[src/rtl/core/limited_n_residual_distributor_unit_defines.svh]
// assertion macros for the limited n residual distributor
`ifndef LIMITED_N_RESIDUAL_DISTRIBUTOR_UNIT_DEFINES_SVH
`define LIMITED_N_RESIDUAL_DISTRIBUTOR_UNIT_DEFINES_SVH

// same-cycle implication, checked on i_clk outside reset
`define LNRD_ASSERT_NOW(lbl, ante, cons, msg) \
    lbl: assert property (@(posedge i_clk) disable iff (!i_rst_n) (ante) |-> (cons)) \
        else $error(msg);

// next-cycle implication, checked on i_clk outside reset
`define LNRD_ASSERT_NEXT(lbl, ante, cons, msg) \
    lbl: assert property (@(posedge i_clk) disable iff (!i_rst_n) (ante) |=> (cons)) \
        else $error(msg);

`endif

[src/rtl/core/lnrd_pkg.sv]
// shared types, constants and arithmetic helpers of the residual distributor
package lnrd_pkg;

    localparam int LNRD_MAX_NODES = 4;

    localparam int DATA_W  = 32;
    localparam int H2_W    = 48;
    localparam int INVH_W  = 32;
    localparam int EPS_W   = 16;
    localparam int SUM_W   = 40;
    localparam int MUL_W   = 33;
    localparam int PROD_W  = 2 * MUL_W;
    localparam int NUM_W   = 80;
    localparam int DEN_W   = 48;
    localparam int Q_W     = 48;
    localparam int DSH_W   = DEN_W + Q_W;
    localparam int STEP_W  = 6;
    localparam int CFG_W   = 48;
    localparam int CFG_IDX_W = 2;

    localparam logic [H2_W-1:0]   H2_RST   = 48'd45035996;
    localparam logic [INVH_W-1:0] INVH_RST = 32'd163840000;
    localparam logic [EPS_W-1:0]  EPS_RST  = 16'd1;

    localparam logic [STEP_W-1:0] STEPS_Q   = 6'd33;
    localparam logic [STEP_W-1:0] STEPS_R1  = 6'd48;
    localparam logic [STEP_W-1:0] STEPS_R2  = 6'd32;

    typedef enum logic [CFG_IDX_W-1:0] {
        CFG_H2   = 2'd0,
        CFG_INVH = 2'd1,
        CFG_EPS  = 2'd2
    } t_cfg_reg;

    typedef struct packed {
        logic              start;
        logic [NUM_W-1:0]  num;
        logic [DEN_W-1:0]  den;
        logic [STEP_W-1:0] steps;
    } t_div_req;

    typedef struct packed {
        logic           done;
        logic           ovf;
        logic [Q_W-1:0] q;
    } t_div_rsp;

    function automatic logic [63:0] f_abs64(input logic signed [63:0] v);
        return v[63] ? (64'd0 - v) : v;
    endfunction

    function automatic logic signed [63:0] f_sadd64(input logic signed [63:0] a,
                                                    input logic signed [63:0] b);
        logic signed [64:0] s;
        s = {a[63], a} + {b[63], b};
        if (s[64] != s[63]) begin
            return s[64] ? {1'b1, 63'd0} : {1'b0, {63{1'b1}}};
        end
        return s[63:0];
    endfunction

    function automatic logic signed [31:0] f_sat32(input logic signed [PROD_W-1:0] v);
        if ((v[PROD_W-1:31] == '0) || (v[PROD_W-1:31] == '1)) begin
            return v[31:0];
        end
        return v[PROD_W-1] ? 32'sh8000_0000 : 32'sh7FFF_FFFF;
    endfunction

    // truncating quotient with saturation to the signed 32 bit range
    function automatic logic signed [31:0] f_div_fin(input logic neg, input logic nz,
                                                     input logic ovf,
                                                     input logic [Q_W-1:0] q);
        logic big_n;
        logic big_p;
        big_n = ovf || (q[Q_W-1:31] != '0);
        big_p = big_n || (q[30:0] == '1);
        if (nz) begin
            return '0;
        end
        if (neg) begin
            return big_n ? 32'sh8000_0000 : (32'd0 - q[31:0]);
        end
        return big_p ? 32'sh7FFF_FFFF : q[31:0];
    endfunction

endpackage

[src/rtl/core/lnrd_mul.sv]
// shared signed multiplier with registered product
module lnrd_mul (
    input  logic                                 i_clk,
    input  logic signed [lnrd_pkg::MUL_W-1:0]    i_a,
    input  logic signed [lnrd_pkg::MUL_W-1:0]    i_b,
    output logic signed [lnrd_pkg::PROD_W-1:0]   o_p
);
    import lnrd_pkg::*;

    logic signed [PROD_W-1:0] r_p;

    always_ff @(posedge i_clk) begin
        r_p <= i_a * i_b;
    end

    assign o_p = r_p;

endmodule

[config.mk]
export PLATFORM = sky130hd
export DESIGN_NAME = lnrd_mul
export DESIGN_NICKNAME = d
export VERILOG_FILES = /design/src/rtl/core/limited_n_residual_distributor_unit_defines.svh /design/src/rtl/core/lnrd_pkg.sv /design/src/rtl/core/lnrd_mul.sv
export SDC_FILE = /design/constraint.sdc
export NUM_CORES = 2
export LEC_CHECK = 0
export ABC_AREA = 1
export BUFFER_PORTS_ARGS = -buffer_cell sky130_fd_sc_hd__buf_2
export CAP_MARGIN = 20
export CELL_PAD_IN_SITES_DETAIL_PLACEMENT = 2
export CELL_PAD_IN_SITES_GLOBAL_PLACEMENT = 2
export CORE_AREA = 2 2 332 334
export CTS_BUF_LIST = sky130_fd_sc_hd__clkbuf_16
export DETAILED_ROUTE_END_ITERATION = 10
export DIE_AREA = 0 0 334 336
export PLACE_DENSITY_LB_ADDON = 0.1
export SETUP_SLACK_MARGIN = 0.1
export SLEW_MARGIN = 20
export SYNTH_ARGS = -nofsm -noshare
export SYNTH_HDL_FRONTEND = slang
export SYNTH_SLANG_ARGS = --single-unit
[constraint.sdc]
create_clock -name i_clk -period 9.8 [get_ports i_clk]
set_clock_uncertainty 0.15 [all_clocks]
set_input_delay 0.98 -clock i_clk [delete_from_list [all_inputs] [get_ports i_clk]]
set_output_delay 0.98 -clock i_clk [all_outputs]
set_load 0.02 [all_outputs]
* After elaboration in Yosys (flattened, before gate mapping)
Cells that the tools add are included.
Word-level totals: flip-flop bits (word level) 66, latch bits 0, RAM bits 0, bits in read-only memories 0, input bits 67, output and inout bits 66, word-level logic and storage cells 2, memories 0
Cells by class: add/sub/neg operators 0, multiply operators 1, div/mod/pow operators 0, order comparisons 0, equal/unequal tests 0, shift operators 0, mux-type cells 0, bitwise logic cells 0, reduce and logical (&&, ||, !) cells 0
Operators by type and width (count):
- $mul 33x33->66 | 1

* Logic depth before layout (Yosys ltp)
depth in word-level cells 1, gate-level depth with buffers 34, depth with buffers taken out 32

* Least setup slack after synthesis
OpenSTA, ideal clock, no wires.
path type input-to-reg, start in i_a[32] (netlist name), end reg r_p[60], in the netlist o_p[60], library setup time 0.113 ns, arrival 7.623 ns, data required time 9.537 ns, slack 1.914 ns, stages on the path 23, path buffers 2, cells stage by stage clkbuf_1 clkbuf_1 nand2_1 inv_1 fa_1 fa_1 fa_1 fa_1 inv_1 fa_1 fa_1 fa_1 fa_1 inv_1 ha_1 nand2_1 nor2_1 inv_1 nor3_1 nand2_1 and2_0 nand4_1 nand2_1
On the way: cells in the longest elaborated chain, start to end 1
RTL lines:
- start, declared | line lnrd_mul.sv:4 | input logic signed [lnrd_pkg::MUL_W-1:0] i_a,
- $mul 33x33->66 | line lnrd_mul.sv:13 | r_p <= i_a * i_b;
- end signal, assigned | line lnrd_mul.sv:13
- end, declared | line lnrd_mul.sv:10 | logic signed [PROD_W-1:0] r_p;
Every way passes these cells.

* Final worst setup path
start in i_b[9] (netlist name), end reg r_p[64], in the netlist o_p[64]
On the way: cells in the longest elaborated chain, start to end 1
RTL lines:
- start, declared | line lnrd_mul.sv:5 | input logic signed [lnrd_pkg::MUL_W-1:0] i_b,
- $mul 33x33->66 | line lnrd_mul.sv:13
Every way passes these cells.

==> summary.md <==
| Metric | Value |
|---|---|
| Status | completed |
| Synth Area in XOR/XNOR | 0.832% |
| TritonCTS buffer count | 9 |
| DRC Markers | 0 |
| Syn_nets | 6972 |
| Vias in the first global route | 41100 |
| H-Tree Depth | 3 |
| CP Max Fanout | 33 |
| CP endpoint kind | flop |
| Gate Count Post-Synth | 5543 |
| GR Overflow Total | 0 |
| Clock tree sinks | 66 |
| Yosys cell types | 35 |
| Largest net degree at the start of global routing | 34 |
| Largest register FFs | 66 |
| Pre-Repair DR Iteration Count | 5 |
| Measured slew at the worst slew-check pin | 1.08 ns |
| Drt via density | 4.90 |
| Post-Synth Simple-Gate Area | 16.6% |
| Max Transition Viols Final | 0 |
| Mux contribution to synthesized area | 0% |
| Arrival time worst endpoint | 8.80 ns |
| PortBufs | 132 |
| Tightest Hold Check Type | primary input to flop |
| Setup Buffers After CTS | 0 |
| Hold Buf Count CTS | 0 |
| Worst-path clk slew | 0.07 ns |
| Row count | 121 |
| Die area | 112000 um^2 |
| Chip width | 334 um |
| Effective utilization at floorplan | 39.8% |
| Final setup violation count | 0 |
| First-pass GRT wire length | 248 mm |
| Crit path required time | 9.90 ns |
| Fin nets | 6914 |
| Syn Area/Cell | 7.79 um^2 |
| Die height | 336 um |
| Max Clock Freq | 115 MHz |
| CTS max path bufs | 2 |
| Initial antenna violation count | 11 |
| Min-delay src | i_b[0] |
| Share of cells above drive strength 1 | 4.92% |
| Syn. warnings | 0 |
| Rel. slew slack | 28.1% |
| RSZ-0062 raised after global routing | false |
| Seq/Total Area, Yosys | 3.06% |
| Fillers | 12600 |
| Largest family of logic cells by synthesized area | adder cells |
| Post-cts sizing count | 0 |
| Ports | 133 |
| Number of nets with antenna violations after routing | 0 |
| Global placer's final weighted congestion | 0.889 |
| Min cycle time layout | 8.69 ns |
| Hold Path End | o_p[0]$_DFF_P_ |
| Post-synthesis register bit count | 66 |
| Initial DRC Count | 1308 |
| Hold Crit Depth | 4 |
| Post-synthesis compound-gate area fraction | 1.38% |
| Root Buffer | clkbuf_16 |
| Mapped Area | 43200 um^2 |
| Adder-Cell Fraction of Synth Area | 59.4% |
| Post-DP HPWL | 139 mm |
| WL per Instance | 23.1 um |
| Layout area overhead | 5.20% |
| Core area | 108000 um^2 |
| Type of origin of the critical path | primary input |
| Max-cap violation count | 0 |
| Final Hold Viols | 0 |
| Worst Setup Path Type | primary input to flop |
| Final period util | 88.7% |
| TritonCTS clock tree | built |
| Sum Neg Setup Slack | 0 ns |
| DR vias | 33800 |
| Total track usage | 29.7% |
| DRT Wirelength | 160 mm |
==> layout make-up <==
cell class                      count  area [um^2]  share of cell area [%]
Multi-Input combinational cell   3319        33800                    74.3
Clock inverter                      7         85.1                   0.187
Timing Repair Buffer              194         1140                    2.51
Tap cell                         1414         1770                    3.90
Antenna cell                        4         10.0                  0.0220
Clock buffer                        9          225                   0.496
Inverter                         1895         7110                    15.7
Sequential cell                    66         1320                    2.91
==> cell usage in the layout, fill, tap and decap left out, types with 2 or more instances in the layout <==
cell       count
a21o_1         2
a21oi_1       61
a21oi_2        4
and2_1         2
buf_2        132
buf_4         61
bufinv_16      2
clkbuf_16      9
clkinv_2       2
dfxtp_1       66
diode_2        4
fa_1        1144
ha_1         217
inv_1       1895
nand2_1     1517
nand2_2       17
nand3_1       70
nand3_2        8
nand3b_1       3
nand4_1       19
nor2_1       131
nor2_2        20
nor2_4         3
nor3_1         7
nor4_1         4
o21ai_0       19
o21ai_1        3
o21bai_1      14
or2_2          5
xnor2_1        4
xor2_1        37
==> critical path, stage by stage <==
cell and delay [ns]:
buf_2 0.68, nand2_1 0.29, fa_1 0.86, fa_1 0.73, fa_1 0.67, inv_1 0.26, fa_1 0.58, inv_1 0.07
fa_1 0.56, inv_1 0.06, fa_1 0.52, inv_1 0.07, fa_1 0.38, fa_1 0.53, inv_1 0.05, ha_1 0.37
inv_1 0.11, nor3_1 0.34, nand2_1 0.19, nor4_1 0.20, nand2_1 0.12, nand3_1 0.09, nand2_1 0.06
==> worst max path at each step <==
| stage | slack (ns) | start | cells after the start | endpoint |
|---|---|---|---|---|
| floorplan | 1.91 | i_a[32] | 23 | o_p[60]$_DFF_P_ |
| global placement | 0.82 | i_b[9] | 23 | o_p[50]$_DFF_P_ |
| detailed placement | 0.56 | i_b[9] | 23 | o_p[58]$_DFF_P_ |
| CTS | 0.93 | i_b[9] | 23 | o_p[58]$_DFF_P_ |
| global route | 0.68 | i_b[9] | 24 | o_p[58]$_DFF_P_ |
| finish | 1.11 | i_b[9] | 23 | o_p[64]$_DFF_P_ |
==> through the flow <==
step                std cells  utilization (%)  instance area (um^2)  worst slack (ns)  hold slack (ns)
finish                   6908             41.9                 45400              1.11             1.07
global route             6906             41.9                 45400             0.676             1.10
CTS                      6904             41.9                 45400             0.933             1.06
detailed placement       6888             41.6                 45100             0.563             1.25
global placement         6888             41.6                 45100             0.816             1.25
floorplan                5543                -                 43200              1.91             1.09
==> cells by family (layout without fill, tap and decap cells) <==
kind of cell	count (synthesis)	in the layout
adders and majority gates	1362	1362
AOI/OAI and AO/OA	106	106
DFF	66	66
other	0	4
buffers and inverters	2158	2105
xor gates and xnor gates	41	41
and+or+nand+nor	1810	1810
==> layer usage <==
layer  wire (um)  GRT usage, %  up-vias
met4        5940          9.55        6
met5          38             0        -
met1       65100          36.5    18200
met2       83400          54.5      568
met3        5350          3.09      221
li1            -             -    14900
==> cell usage after synthesis <==
cell | count | area, um^2
fa_1 | 1145 | 22900
or2_2 | 5 | 31.3
nand3_1 | 70 | 350
nand2_1 | 1517 | 5690
nand4_1 | 19 | 119
ha_1 | 217 | 2720
and2_0 | 1 | 6.26
nor3_2 | 1 | 10.0
nand3_2 | 8 | 80.1
clkbuf_1 | 262 | 983
dfxtp_1 | 66 | 1320
a21oi_1 | 61 | 305
a21boi_0 | 1 | 7.51
o21bai_1 | 14 | 105
or2_1 | 1 | 6.26
a21oi_2 | 4 | 35.0
o21ai_2 | 1 | 8.76
o21ai_1 | 3 | 15.0
nor4_2 | 1 | 12.5
nor2_2 | 20 | 125
inv_2 | 1 | 3.75
nor2_1 | 131 | 492
nor4_1 | 4 | 25.0
xor2_1 | 37 | 324
inv_1 | 1894 | 7110
and2_1 | 2 | 12.5
nand2_2 | 17 | 106
xnor2_1 | 4 | 35.0
nor3_1 | 7 | 35.0
o21ai_0 | 19 | 95.1
nand3b_1 | 3 | 22.5
a21o_1 | 2 | 15.0
o21a_1 | 1 | 7.51
buf_1 | 1 | 3.75
nor2_4 | 3 | 33.8
Power is not shown: default switching activity piles up to over one toggle a cycle in this logic, so the estimate is an artifact.
